<file path="src/hdl/gn2_pkg.sv">
// gn2_pkg: shared types and constants for the 2d gradient noise unit
// no dependencies
`timescale 1ns / 1ps

package gn2_pkg;

   localparam int CoordWidth = 24;
   localparam int FracBits   = 16;
   localparam int IntBits    = CoordWidth - FracBits;
   localparam int AddrWidth  = 8;
   localparam int TableDepth = 1 << AddrWidth;
   localparam int ByteWidth  = 8;
   localparam int NoiseWidth = 19;

   localparam int One        = 1 << FracBits;
   localparam int Half       = 1 << (FracBits - 1);

   typedef enum logic {
      CMD_WRITE = 1'b0,
      CMD_EVAL  = 1'b1
   } cmd_type;

   // classified item passed from the front end to the evaluation pipeline
   typedef struct packed {
      logic                 is_eval;
      logic [AddrWidth-1:0] addr;
      logic [ByteWidth-1:0] wdata;
      logic [AddrWidth-1:0] ix;
      logic [AddrWidth-1:0] iy;
      logic [FracBits-1:0]  tx;
      logic [FracBits-1:0]  ty;
   } op_type;

endpackage

</file>
<file path="src/hdl/gn2_queue.sv">
// gn2_queue: four-entry queue of classified items between front and back
// depends on gn2_pkg
`timescale 1ns / 1ps

module gn2_queue (
   input  logic            clock,
   input  logic            reset,
   input  logic            in_valid,
   output logic            in_ready,
   input  gn2_pkg::op_type in_op,
   output logic            out_valid,
   input  logic            out_ready,
   output gn2_pkg::op_type out_op
);
   import gn2_pkg::*;

   localparam int Depth = 4;
   localparam int PtrW  = 2;

   op_type          slot_ff [Depth];
   logic [PtrW-1:0] wr_ff, wr_in, rd_ff, rd_in;
   logic [PtrW:0]   cnt_ff, cnt_in;
   logic            push, pop;

   assign in_ready  = (cnt_ff != (PtrW+1)'(Depth));
   assign out_valid = (cnt_ff != '0);
   assign out_op    = slot_ff[rd_ff];
   assign push      = in_valid && in_ready;
   assign pop       = out_valid && out_ready;

   always_comb begin
      wr_in  = push ? wr_ff + PtrW'(1) : wr_ff;
      rd_in  = pop ? rd_ff + PtrW'(1) : rd_ff;
      cnt_in = cnt_ff + (PtrW+1)'(push) - (PtrW+1)'(pop);
   end

   always_ff @(posedge clock) begin
      if (reset) begin
         wr_ff  <= '0;
         rd_ff  <= '0;
         cnt_ff <= '0;
      end else begin
         wr_ff  <= wr_in;
         rd_ff  <= rd_in;
         cnt_ff <= cnt_in;
      end
   end

   always_ff @(posedge clock) begin
      if (push) begin
         slot_ff[wr_ff] <= in_op;
      end
   end

endmodule

</file>
<file path="config.mk">
export PLATFORM = sky130hd
export DESIGN_NAME = gn2_queue
export DESIGN_NICKNAME = d
export VERILOG_FILES = /design/src/hdl/gn2_pkg.sv /design/src/hdl/gn2_queue.sv
export SDC_FILE = /design/constraint.sdc
export NUM_CORES = 1
export LEC_CHECK = 0
export ABC_CLOCK_PERIOD_IN_PS = 2750
export BUFFER_PORTS_ARGS = -buffer_cell sky130_fd_sc_hd__buf_4
export CORE_ASPECT_RATIO = 1.5
export CORE_MARGIN = 2
export CORE_UTILIZATION = 35
export CTS_CLUSTER_SIZE = 25
export DETAILED_ROUTE_END_ITERATION = 10
export SLEW_MARGIN = 25
export SYNTH_ARGS = -nofsm -noshare
export SYNTH_HDL_FRONTEND = slang
export SYNTH_SLANG_ARGS = --single-unit
</file>
<file path="constraint.sdc">
create_clock -name clock -period 2.75 [get_ports clock]
set_input_delay 0.1375 -clock clock [delete_from_list [all_inputs] [get_ports clock]]
set_output_delay 0.1375 -clock clock [all_outputs]
set_load 0.01 [all_outputs]
</file>
==> metrics, run 1 <==
outcome=finished, final reports clean; clk buf depth=3; Clk Latency, worst-skew pair=0.54 ns; number of synthesized register bits=269; Req. time, crit path=2.61 ns; CP Data Arrival Time=2.19 ns; count leader, synth=edfxtp_1; cell type with the largest total area after synthesis=edfxtp_1; Async S/R FF share, synth=0%; mapped cell area=9890 sq um; Die Width=141 um; Clk pwr share=29.6%; die height=210 um; DRC violation count after routing=0; Post-Place Worst Slack=0.497 ns; HPWL Detailed=12.1 mm; via/cell ratio=4.74; Post-CTS Setup Bufs=0; setup_tns=0 ns; Layout Skew=0.0140 ns; number of DRC markers in iteration 0=243; Sw Share=26.2%; startpoint types=register; Synth area leaders=edfxtp_1, mux4_2, dfxtp_1; slew margin rel.=58.2%; detailed-route via count=4655; DRT antenna net count=0; CP cell instances=buf_4, mux4_2, buf_4; fill count=2277; global-route wire length before repair=29.9 mm; antenna cells=0; Hold Fails Final Rpt=0; Pleak=4.36 nW; CTS tree=done; syn avg cell area=25.5 sq um; Max stage delay cell, worst path=dfxtp_4; FMAX=430 MHz; top post-synthesis cells by count=edfxtp_1, mux4_2, dfxtp_1, nor2_1; post-synthesis instance total=388; share of the synthesized area in the top cell type=78.9%; Max Fanout on Critical Path=17; pin slew with the least headroom to its limit=0.626 ns; final max-slew violation count=0; Final period util=84.6%; grt ovf=0; sequential share of power=45.6%; fin crit period=2.33 ns; number of synthesized flops with an enable pin=260; Pre-antenna DRT Iters=4; final core occ=46.2%; Mapped Nets=464; Core Area=27900 sq um; io pins=136; sequential area share after synthesis=80.7%; CP Capture Type=output port; die area=29700 sq um; max incr delay on CP=0.59 ns; Nets=692; Cell Pwr Density=898 nW/um^2; final setup vio count=0; worst vdd ir=449 uV; Sw Pwr=3.02 mW; Area after DPL=11400 sq um; Total GRT Usage=13.3%; combinational power share=24.9%; area grow syn2layout=30.1%; RSZ-0062 raised after global routing=no; post-CTS sizing=0; Num CTS Buffers=26; vias in the first global route=5302; Most used DFF post-synth=edfxtp_1; initial antenna violation count=2; library cells used by synthesis=25; fin worst setup slack=0.424 ns; most frequent CP cell=buf_4; root buffer cell=clkbuf_16; starting density of the core=35.5%; routed length per instance=19.5 um; CP Class=reg -> out; Routed WL=19.2 mm; Placer Congestion=0.691; post-route cell area=12900 sq um; max-cap violations=0; H-tree depth=1; largest net degree at the start of global routing=40; share of post-route cells with drive strength above 1=41.2%; CTS Sinks=269; port bufs=135; Clk pin slew, worst setup/hold paths=0.06 ns; yosys warns=0; Internal Dissipation=8.53 mW; HP Class=in -> reg; standard-cell row count=75
[cell families after synthesis]
| kind of cell | Yosys count | share of synthesized area (%) |
|---|---|---|
| flip-flops | 269 | 80.7 |
| multiplexers | 67 | 15.0 |
| buffers and inverters | 20 | 1.77 |
| AND/OR/NAND/NOR | 19 | 0.961 |
| adder cells (fa/ha/maj) | 7 | 0.961 |
| AO/OA/AOI/OAI | 3 | 0.291 |
| XOR/XNOR | 3 | 0.266 |
[sequential cells by signal, indices dropped and copies added, names as in the netlist, named ones only]
| signal | cells |
|---|---|
| wr_ff | 2 |
| cnt_ff | 3 |
| rd_ff | 2 |
| slot_ff | 260 |
[cells in the final DEF, fill, tap and decap left out, types with 6 or more instances in the layout]
master	netlist	layout
edfxtp_1	260	260
buf_4	1	143
dlygate4sd3_1	0	66
mux4_2	65	65
clkbuf_16	0	26
nor2_1	8	8
dfxtp_1	9	7
ha_1	6	6
buf_12	5	6
[metal layers]
| layer | GRT usage [%] | up-vias | routed length, um |
|---|---|---|---|
| met2 | 24.5 | 99 | 10600 |
| met4 | 4.59 | 4 | 412 |
| met3 | 2.49 | 27 | 828 |
| met1 | 15.3 | 2419 | 7330 |
| met5 | 0 | - | 21 |
| li1 | - | 2106 | - |
[stage by stage]
stage / hold slack, ns / cells / power (mW)
global placement: 0.336 / 868 / 8.17
global route: 0.0831 / 982 / 12.1
detailed placement: 0.340 / 868 / 8.26
floorplan: 0.236 / 388 / 6.99
finish: 0.0813 / 982 / 11.6
CTS: 0.0448 / 982 / 11.8
[power by group through the flow]
| stage | clock, mW | combinational (mW) | sequential, mW |
|---|---|---|---|
| 2_1_floorplan | 0 | 1.78 | 5.21 |
| 3_3_place_gp | 0 | 2.84 | 5.33 |
| 3_5_place_dp | 0 | 2.89 | 5.37 |
| 4_1_cts | 3.53 | 2.98 | 5.29 |
| 5_1_grt | 3.68 | 3.11 | 5.32 |
| 6_report | 3.42 | 2.87 | 5.27 |
[critical path, delay by kind of cell, from the launching register on]
family   cells  cell delay [ns]
flops        1             0.59
buf+inv      2             0.50
mux          1             0.56
[repair_timing]
item                                    CTS  global route
hold endpoints to repair                269             0
hold buffers                             66             0
endpoints found under the setup margin    0             0
[worst paths after layout]
path,slack (ns),from,to,cells past startpoint
max,0.42,register,out_op[57],3
min,0.08,out_ready,register,4
max reg2reg,0.49,cnt_ff[1]$_SDFF_PP0_,cnt_ff[2]$_SDFF_PP0_,11
min reg2reg,0.52,wr_ff[1]$_SDFFE_PP0P_,wr_ff[1]$_SDFFE_PP0P_,2
[area by class of cell]
| type | instances | area (sq um) | share of cell area (%) |
|---|---|---|---|
| tap | 346 | 433 | 3.36 |
| clock buffer | 29 | 662 | 5.14 |
| timing repair buffer | 215 | 1850 | 14.4 |
| inverter | 5 | 18.8 | 0.146 |
| clock inverter | 19 | 170 | 1.32 |
| multi-input combinational | 99 | 1740 | 13.5 |
| sequential | 269 | 8000 | 62.1 |
(Power assumes the default switching activity.)
==> run 2: changes to the inputs <==
ABC_CLOCK_PERIOD_IN_PS = 2450   (was 2750)
clock period = 2.45 ns   (was 2.75 ns; I/O delays follow)
==> metrics, run 2 (synthesized netlist as in run 1, its figures left out) <==
routed length per instance=19.9 um; worst vdd ir=573 uV; final max-slew violation count=0; number of DRC markers in iteration 0=255; max-cap violations=0; hold path startpoint=out_ready; biggest regs=slot_ff x260, cnt_ff x3; Biggest register=slot_ff; initial antenna violation count=2; detailed-route via count=4689; fin crit period=2.23 ns; Nets=692; starting density of the core=35.5%; Total GRT Usage=13.4%; clk buf depth=3; fill count=2314; HP Class=in -> reg; area grow syn2layout=31.3%; port bufs=135; Placer Congestion=0.685; Final period util=90.9%; Num CTS Buffers=26; Clk Latency, worst-skew pair=0.52 ns; pin slew with the least headroom to its limit=0.454 ns; die height=210 um; vias in the first global route=5348; startpoint types=register; RSZ-0062 raised after global routing=no; fin worst setup slack=0.224 ns; share of post-route cells with drive strength above 1=40.7%; final setup vio count=0; HPWL Detailed=12.3 mm; Area after DPL=11400 sq um; FMAX=449 MHz; DRC violation count after routing=0; io pins=136; CP Buf/Inv Count=3; CP Capture Type=register; Reg-to-Reg Start=cnt_ff[1]$_SDFF_PP0_; grt ovf=0; DRT antenna net count=0; via/cell ratio=4.77; max incr delay on CP=0.46 ns; setup_tns=0 ns; final core occ=46.6%; Pre-antenna DRT Iters=4; post-route cell area=13000 sq um; Pleak=4.40 nW; Cell Pwr Density=1020 nW/um^2; commonest non-fill, non-tap cells in the layout=edfxtp_1, buf_4, dlygate4sd3_1; Req. time, crit path=2.90 ns; Max Fanout on Critical Path=7; global-route wire length before repair=30.2 mm; CTS tree=done; Die Width=141 um; CP cell instances=nor2_1, a21boi_2, inv_1, ha_1, inv_1, ha_1, inv_1, fa_1, xor2_1, and2_1, nor3_1; CP Data Arrival Time=2.67 ns; Routed WL=19.6 mm; largest net degree at the start of global routing=29; most frequent CP cell=inv_1; H-tree depth=1; max FFs per register=260; Layout Skew=0.00636 ns; worst hold margin=0.0853 ns; post-CTS sizing=0; CP Class=reg -> reg; most common cell after layout, fill and taps aside=edfxtp_1; standard-cell row count=75; slew margin rel.=69.8%; die area=29700 sq um; root buffer cell=clkbuf_16; CP top delay family=adder cells; Hold Fails Final Rpt=0; Max stage delay cell, worst path=dfxtp_1; outcome=finished, final reports clean; CTS Sinks=269; Clk pin slew, worst setup/hold paths=0.06 ns; Register Area=8000 sq um; Worst Setup SP=cnt_ff[1]$_SDFF_PP0_; area of the multi-input gates=1740 sq um; Post-Place Worst Slack=0.217 ns; Core Area=27900 sq um
==> run 2: changes by cell type in the layout (fill, tap and decap cells not counted), moves of 2 or more <==
cell | previous run | this run
clkbuf_1 | 3 | 9
buf_12 | 6 | 11
buf_4 | 143 | 138
clkinv_1 | 5 | 2
bufinv_16 | 2 | 4
clkinv_4 | 2 | 0
inv_6 | 2 | 0
==> run 2: path summary, 6_finish.rpt <==
check                                to  slack [ns]  depth (start not counted)
hold / removal    rd_ff[1]$_SDFFE_PP0P_        0.09                          4
setup / recovery   cnt_ff[2]$_SDFF_PP0_        0.22                         11
hold reg to reg   wr_ff[1]$_SDFFE_PP0P_        0.54                          2
setup reg to reg   cnt_ff[2]$_SDFF_PP0_        0.22                         11
==> run 2: cell type report <==
type	count	share of cell area, %
inverter	5	0.145
sequential	269	61.6
clock buffer	37	5.57
antenna	1	0.0193
tap	346	3.33
clock inverter	11	1.19
timing repair buffer	215	14.8
multi-input combinational	99	13.4
==> run 2: stage by stage <==
step,power (mW),cells
floorplan,7.84,388
global placement,9.23,868
detailed placement,9.33,868
CTS,13.5,982
global route,13.9,983
finish,13.3,983
==> run 2: worst reg2reg max path, delay by kind of cell (launching register included) <==
family	cells	cell delay (ns)
DFF	1	0.46
xor gates and xnor gates	1	0.16
buffers and inverters	3	0.18
and+or+nand+nor	3	0.39
adders and majority gates	3	0.80
AOI/OAI and AO/OA	1	0.18
==> run 2: metal layers <==
layer / up-vias / GRT usage [%] / routed length (um)
met5: - / 0 / 13
met4: 2 / 4.86 / 479
met3: 30 / 2.10 / 785
met2: 102 / 25.3 / 11000
met1: 2452 / 15.1 / 7320
li1: 2103 / - / -
==> run 2: power by group <==
group          switching (mW)  total (mW)  internal (mW)  leakage (nW)
logic                    1.54        3.34           1.80          1.52
registers               0.224        5.86           5.64          2.46
clock network            1.60        4.07           2.47         0.426
total                    3.37        13.3           9.91          4.40
==> run 2: repair_timing <==
item | in CTS | in global routing
hold buffers | 66 | 0
setup buffers | 0 | 0
endpoints found under the hold margin | 269 | 0
