--- src/hdl/gn2_pkg.sv ---
// gn2_pkg: shared types and constants for the 2d gradient noise unit
// no dependencies
`timescale 1ns / 1ps

package gn2_pkg;

   localparam int CoordWidth = 24;
   localparam int FracBits   = 16;
   localparam int IntBits    = CoordWidth - FracBits;
   localparam int AddrWidth  = 8;
   localparam int TableDepth = 1 << AddrWidth;
   localparam int ByteWidth  = 8;
   localparam int NoiseWidth = 19;

   localparam int One        = 1 << FracBits;
   localparam int Half       = 1 << (FracBits - 1);

   typedef enum logic {
      CMD_WRITE = 1'b0,
      CMD_EVAL  = 1'b1
   } cmd_type;

   // classified item passed from the front end to the evaluation pipeline
   typedef struct packed {
      logic                 is_eval;
      logic [AddrWidth-1:0] addr;
      logic [ByteWidth-1:0] wdata;
      logic [AddrWidth-1:0] ix;
      logic [AddrWidth-1:0] iy;
      logic [FracBits-1:0]  tx;
      logic [FracBits-1:0]  ty;
   } op_type;

endpackage

--- src/hdl/gn2_ifs.sv ---
// gn2_req_if / gn2_rsp_if: valid-ready channels of the noise unit
// depends on gn2_pkg
`timescale 1ns / 1ps

interface gn2_req_if;
   import gn2_pkg::*;
   logic                  valid;
   logic                  ready;
   cmd_type               command;
   logic [AddrWidth-1:0]  table_index;
   logic [ByteWidth-1:0]  table_value;
   logic [CoordWidth-1:0] coord_x;
   logic [CoordWidth-1:0] coord_y;
   modport source (output valid, command, table_index, table_value, coord_x, coord_y,
                   input ready);
   modport sink   (input valid, command, table_index, table_value, coord_x, coord_y,
                   output ready);
endinterface


--- src/hdl/gn2_front.sv ---
// gn2_front: accepts request beats and splits them into table writes and evaluations
// depends on gn2_pkg, gn2_req_if
`timescale 1ns / 1ps

module gn2_front (
   input  logic            clock,
   input  logic            reset,
   gn2_req_if.sink         req,
   output logic            q_valid,
   input  logic            q_ready,
   output gn2_pkg::op_type q_op
);
   import gn2_pkg::*;

   logic   vld_ff;
   logic   vld_in;
   op_type op_ff;
   op_type op_in;

   assign req.ready = !vld_ff || q_ready;
   assign vld_in    = req.ready ? req.valid : vld_ff;

   always_comb begin
      op_in.is_eval = (req.command == CMD_EVAL);
      op_in.addr    = req.table_index;
      op_in.wdata   = req.table_value;
      op_in.ix      = req.coord_x[CoordWidth-1 -: IntBits];
      op_in.iy      = req.coord_y[CoordWidth-1 -: IntBits];
      op_in.tx      = req.coord_x[FracBits-1:0];
      op_in.ty      = req.coord_y[FracBits-1:0];
   end

   always_ff @(posedge clock) begin
      if (reset) begin
         vld_ff <= 1'b0;
      end else begin
         vld_ff <= vld_in;
      end
   end

   always_ff @(posedge clock) begin
      if (req.valid && req.ready) begin
         op_ff <= op_in;
      end
   end

   assign q_valid = vld_ff;
   assign q_op    = op_ff;

endmodule

--- src/flat_wrapper.sv ---
// flat-port wrapper written by rule: the top's interface ports become plain ports
module gn2_front_flat import gn2_pkg::*;
  (clock, reset, q_valid, q_ready, q_op, req_valid, req_command, req_table_index, req_table_value, req_coord_x, req_coord_y, req_ready);
  gn2_req_if req_i ();
  input  logic clock;
  input  logic reset;
  output logic q_valid;
  input  logic q_ready;
  output gn2_pkg::op_type q_op;
  input wire logic [$bits(req_i.valid)-1:0] req_valid;
  input wire logic [$bits(req_i.command)-1:0] req_command;
  input wire logic [$bits(req_i.table_index)-1:0] req_table_index;
  input wire logic [$bits(req_i.table_value)-1:0] req_table_value;
  input wire logic [$bits(req_i.coord_x)-1:0] req_coord_x;
  input wire logic [$bits(req_i.coord_y)-1:0] req_coord_y;
  output wire logic [$bits(req_i.ready)-1:0] req_ready;
  assign req_i.valid = req_valid;
  assign req_i.command = req_command;
  assign req_i.table_index = req_table_index;
  assign req_i.table_value = req_table_value;
  assign req_i.coord_x = req_coord_x;
  assign req_i.coord_y = req_coord_y;
  assign req_ready = req_i.ready;
  gn2_front u_core (.clock(clock), .reset(reset), .req(req_i), .q_valid(q_valid), .q_ready(q_ready), .q_op(q_op));
endmodule
--- config.mk ---
export PLATFORM = sky130hd
export DESIGN_NAME = gn2_front_flat
export DESIGN_NICKNAME = d
export VERILOG_FILES = /design/src/hdl/gn2_pkg.sv /design/src/hdl/gn2_ifs.sv /design/src/hdl/gn2_front.sv /design/src/flat_wrapper.sv
export SDC_FILE = /design/constraint.sdc
export NUM_CORES = 1
export LEC_CHECK = 0
export BUFFER_PORTS_ARGS = -buffer_cell sky130_fd_sc_hd__buf_4
export CORE_ASPECT_RATIO = 2
export CORE_MARGIN = 8
export CORE_UTILIZATION = 44
export DETAILED_ROUTE_END_ITERATION = 10
export PLACE_DENSITY = 0.9
export SLEW_MARGIN = 20
export SYNTH_ARGS = -nofsm -noshare
export SYNTH_HDL_FRONTEND = slang
export SYNTH_SLANG_ARGS = --single-unit
--- constraint.sdc ---
create_clock -name clock -period 2.23 [get_ports clock]
set_input_delay 0.3345 -clock clock [delete_from_list [all_inputs] [get_ports clock]]
set_output_delay 0.3345 -clock clock [all_outputs]
set_load 0.01 [all_outputs]
==> results of run 1 <==
## stage by stage
| stage | hold slack (ns) | std cells | setup slack, ns | power [uW] |
|---|---|---|---|---|
| after detailed placement | 0.492 | 261 | 0.678 | 1780 |
| after global placement | 0.486 | 261 | 0.709 | 1770 |
| after floorplan | 0.397 | 70 | 0.828 | 1560 |
| after CTS | 0.131 | 277 | 0.795 | 2690 |
| after global routing | 0.137 | 277 | 0.732 | 2750 |
| final | 0.150 | 277 | 0.815 | 2650 |
## power groups by stage
stage,sequential [uW],combinational [uW],clock (uW)
after floorplan,1530,26.5,0
after global placement,1500,273,0
after detailed placement,1500,280,0
after CTS,1470,281,933
after global routing,1480,295,982
final,1470,275,907
## synthesized netlist by cell type
master,instances,area share (%)
nand2b_4,1,0.69
edfxtp_1,65,97
dfxtp_1,1,1.0
a21oi_2,1,0.44
inv_1,1,0.19
and2_4,1,0.44
## worst max-delay path, stage by stage (launching register included)
cell      delay (ns)
dfxtp_1         0.33
nand2b_4        0.08
and2_4          0.41
buf_12          0.26
## layout make-up
| class | count | share of cell area (%) |
|---|---|---|
| Clock buffer | 9 | 3.76 |
| Clock inverter | 7 | 1.82 |
| Inverter | 1 | 0.114 |
| Multi-Input combinational cell | 3 | 0.950 |
| Sequential cell | 66 | 59.9 |
| Tap cell | 55 | 2.09 |
| Timing Repair Buffer | 136 | 31.4 |
## worst max-delay path by stage
stage	end	slack (ns)	depth (start not counted)
after CTS	u_core.q_op[7]	0.80	3
after global routing	u_core.q_op[29]	0.73	3
after floorplan	u_core.q_op[0]	0.83	2
final	u_core.q_op[16]	0.82	3
after detailed placement	u_core.q_op[7]	0.68	4
after global placement	u_core.q_op[20]	0.71	4
## state kept, by name (all words and copies together), names as in the netlist
signal          cells
u_core.q_op        65
u_core.q_valid      1
## per-layer routing
metal	share of wire, %	GRT usage, %	wire, um
met3	24	15.7	1180
met2	42	19.7	2050
met5	0	0	0
met4	1.7	7.20	86
met1	33	12.6	1630
## cells by family after synthesis
group / count (synthesis) / share of synthesized area (%)
DFF: 66 / 98.3
and+or+nand+nor: 2 / 1.12
AOI/OAI and AO/OA: 1 / 0.436
buffers and inverters: 1 / 0.187
==> qor.yml, run 1 <==
run_status:
  status: "finished clean"
power:
  comb_power_share_pct: 10.4
  seqPwrFrac_pct: 55.5
  vdd_drop_max_v: 0.000674
  clock_power_share_pct: 34.2
  swShare_pct: 20.3
  switchingPower_uw: 538
  intPower_uw: 2110
  leakage_uw: 0.00141
  p_per_area_mw_per_mm2: 805
setup_path:
  reg2reg_to: "u_core.q_op[16]"
  arrival_ns: 1.44
  critPathCaptureType: "flop"
  path_max_fanout: 33
  timing.rr.start: "u_core.q_valid"
  rr_worst_depth: 3
  crit_path_start: "u_core.q_valid"
  startpoint_type: "flop"
  path_class: "flop to flop"
  cp.required_ns: 2.26
  reg2reg_slack_ns: 0.82
yosys:
  synth_warnings: 0
  synthCells: 70
  ys_seq_area_share_pct: 98.3
  synthesis.area_mm2: 0.00201
  ys_seq_elements: 66
  synth_nets: 139
  yosysUniqueCellTypes: 6
  syn_avg_cell_area_um2: 28.7
flow_run:
  max-cap-violations: 0
global_routing:
  grt_usage_pct: 14.3
  grt_max_degree: 34
  grt-ovfl-total: 0
  antenna_found_initial: 0
  grt_pass1_wl_um: 7400
  grt_pass1_vias: 1428
finish:
  multi_input_area_um2: 31.3
  fin_area_mm2: 0.00329
  nFillCells: 266
  seqCellArea_mm2: 0.00197
  layout.nets: 286
  most-common-layout-cells: "buf_4 (135), edfxtp_1 (65), clkbuf_8 (9)"
  area_growth_pct: 64.1
  drive_above_1_share_pct: 68.9
  layout_commonest_cell: "buf_4"
  num_antenna_cells: 0
  fin_util_pct: 73.0
clock_network:
  h-tree-depth: 3
  ctsResizeCount: 0
  cts_num_sinks: 66
  path_clk_slew_ns: 0.06
  clk_latency_ns: 0.33
  cts_setup_buffers: 0
  cts_tree: "built"
  hold_buffers: 0
  cts_buffer_depth: 2
  cts-root-buf: "clkbuf_8"
  numCtsBuffers: 9
routing:
  vias: 1265
  wl_per_cell_um: 17.9
  wirelength_um: 4950
  viasPerCell: 4.57
  ant_nets: 0
  detail_route.iter0.violations: 22
  drc: 0
  drtPass1Iterations: 4
floorplanning:
  core_area_mm2: 0.00451
  die-area_mm2: 0.00711
  fp.dieW_um: 63.8
  die_h_um: 112
  start_util_pct: 44.5
  row_count: 35
  io_pins: 136
timing:
  finalCriticalPeriod_ns: 1.41
  min_period_over_period_pct: 63.5
  hold_violations: 0
  timing.slew.headroom_pct: 72.0
  finClkSkew_ns: 0.00486
  rsz0062_at_grt: "false"
  drv_slew: 0
  worst_pin_slew_ns: 0.420
  finalSetupTns_ns: 0
  finalSetupViolCount: 0
  max_freq_mhz: 707
hold_path:
  hold_start: "reset"
  hold_class: "input port to flop"
  min_to: "u_core.q_valid"
  worstHoldPathCells: 2
placed_design:
  hpwl_um: 4100
  io_buffers: 135
  dpl-instance-area_mm2: 0.00311
  gp_congestion: 0.812
No activity file was read; power rests on OpenSTA's default activity.
==> run 2: changes to the inputs <==
- CORE_UTILIZATION: 44 -> 40
- PLACE_DENSITY: 0.9 -> 0.84
- clock period: 2.23 -> 1.5 ns (I/O delays scaled with it)
==> run 2 against run 1 <==
Compared with the run above:
- clock skew fell by 0.0024 ns
- cell count increased by 0.36%
- wire length increased by 12%
- count of clock-buffer cells in the layout grew 4
- critical path depth stayed put
- largest cell class unchanged
==> qor.yml, run 2 (synthesis results as in run 1) <==
power:
  comb_power_share_pct: 11.2  # +0.8 points
  swShare_pct: 20.2  # -0.15 points
  vdd_drop_max_v: 0.000744  # +10%
  leakage_uw: 0.00139  # -1.3%
  seqPwrFrac_pct: 58.6  # +3.1 points
  intPower_uw: 2980  # +41%
  switchingPower_uw: 752  # +40%
  p_per_area_mw_per_mm2: 1140  # +42%
  clock_power_share_pct: 30.2  # -4.0 points
setup_path:
  reg2reg_slack_ns: 0.28  # -0.54 ns
  timing.rr.start: "u_core.q_valid"
  reg2reg_to: "u_core.q_op[55]"
  critPathCaptureType: "flop"
  cp.required_ns: 1.49  # -0.77 ns
  path_max_fanout: 25  # -24%
  startpoint_type: "flop"
  path_class: "flop to flop"
  arrival_ns: 1.21  # -0.23 ns
  rr_worst_depth: 3  # unchanged
timing:
  timing.slew.headroom_pct: 79.3  # +7.3 points
  rsz0062_at_grt: "false"
  drv_slew: 0  # unchanged
  finalCriticalPeriod_ns: 1.22  # -0.192 ns
  finalSetupViolCount: 0  # unchanged
  finalSetupTns_ns: 0  # unchanged
  hold_violations: 0  # unchanged
  max_freq_mhz: 818  # +16%
  fin_ws_ns: 0.277  # -0.538 ns
  min_period_over_period_pct: 81.5  # +18 points
  worst_pin_slew_ns: 0.310  # -0.110 ns
  finClkSkew_ns: 0.00247  # -0.00239 ns
routing:
  detail_route.iter0.violations: 35  # +59%
  ant_nets: 0  # unchanged
  drtPass1Iterations: 4  # unchanged
  viasPerCell: 4.46  # -2.3%
  wirelength_um: 5520  # +12%
  vias: 1241  # -1.9%
  wl_per_cell_um: 19.8  # +11%
  drc: 0  # unchanged
finish:
  fin_area_mm2: 0.00326  # -0.95%
  layout.nets: 287  # +0.35%
  most-common-layout-cells: "buf_4 (136), edfxtp_1 (65), clkbuf_8 (9)"
  nFillCells: 379  # +42%
  num_antenna_cells: 0  # unchanged
  drive_above_1_share_pct: 67.4  # -1.5 points
  area_growth_pct: 62.5
  layout_commonest_cell: "buf_4"
  largest_reg_flops: 65  # unchanged
placed_design:
  gp_congestion: 0.721  # -11%
  io_buffers: 135  # unchanged
  place_ws_ns: 0.248  # -0.430 ns
  dpl-instance-area_mm2: 0.00312  # +0.32%
global_routing:
  grt_usage_pct: 13.9  # -0.44 points
  grt_pass1_wl_um: 7370  # -0.46%
  antenna_found_initial: 0  # unchanged
  grt_max_degree: 41  # +21%
  grt-ovfl-total: 0  # unchanged
  grt_pass1_vias: 1371  # -4.0%
clock_network:
  hold_buffers: 0  # unchanged
  path_clk_slew_ns: 0.06  # about the same
  cts_num_sinks: 66  # unchanged
  h-tree-depth: 3  # unchanged
  cts_setup_buffers: 0  # unchanged
  cts_tree: "built"
  cts_buffer_depth: 2  # unchanged
  clk_latency_ns: 0.32  # about the same
  ctsResizeCount: 0  # unchanged
  cts-root-buf: "clkbuf_8"
  numCtsBuffers: 9  # unchanged
flow_run:
  max-cap-violations: 0  # unchanged
floorplanning:
  die-area_mm2: 0.00768  # +8.0%
  start_util_pct: 41.3  # -3.2 points
  fp.dieW_um: 66.1  # +3.7%
  io_pins: 136  # unchanged
  die_h_um: 116  # +4.2%
  row_count: 36  # +2.9%
  core_area_mm2: 0.00486  # +7.9%
run_status:
  status: "finished clean"
hold_path:
  min_to: "u_core.q_valid"
  hold_class: "input port to flop"
  hold_start: "reset"
  worstHoldPathCells: 2  # unchanged
run 2: worst max-delay path: stages, from the launching register on:
cell,delay (ns)
dfxtp_1,0.34
nand2b_4,0.09
and2_4,0.16
buf_4,0.30
run 2: power groups by stage:
stage | clock (uW) | sequential [uW] | combinational, uW
global route | 1250 | 2200 | 440
global placement | 0 | 2220 | 410
CTS | 1180 | 2190 | 425
floorplan | 0 | 2280 | 39.4
detailed placement | 0 | 2230 | 425
finish | 1130 | 2190 | 417
run 2: layout make-up:
type,instances,area [um^2],area share [%]
inverter,1,3.75,0.115
timing repair buffer,137,1040,31.9
tap,57,71.3,2.19
sequential,66,1970,60.5
multi-input combinational,3,31.3,0.959
clock inverter,1,3.75,0.115
clock buffer,13,139,4.26
run 2: worst max path at each step:
| stage | start | to | slack [ns] |
|---|---|---|---|
| final | u_core.q_valid | u_core.q_op[55] | 0.28 |
| after global routing | u_core.q_valid | u_core.q_op[55] | 0.20 |
| after CTS | u_core.q_valid | u_core.q_op[14] | 0.26 |
| after detailed placement | q_ready | u_core.q_op[14] | 0.25 |
| after global placement | q_ready | u_core.q_op[14] | 0.29 |
| after floorplan | u_core.q_valid | u_core.q_op[0] | 0.11 |
run 2: per-layer routing:
layer | wire (um) | share of wire, % | track usage [%] | vias to the layer above
met5 | 0 | 0 | 0 | -
met4 | 121 | 2.2 | 7.46 | 0
met3 | 595 | 11 | 7.20 | 12
met2 | 3260 | 59 | 25.5 | 77
met1 | 1540 | 28 | 11.0 | 579
li1 | - | - | - | 573
run 2: stage by stage:
step / total power (uW) / hold WS (ns) / util [%] / std cells
5_1_grt: 3880 / 0.0263 / 67.1 / 278
2_1_floorplan: 2320 / 0.287 / - / 70
4_1_cts: 3790 / 0.0244 / 67.1 / 278
3_5_place_dp: 2650 / 0.382 / 64.1 / 264
6_report: 3730 / 0.0512 / 67.1 / 278
3_3_place_gp: 2630 / 0.382 / 64.1 / 264
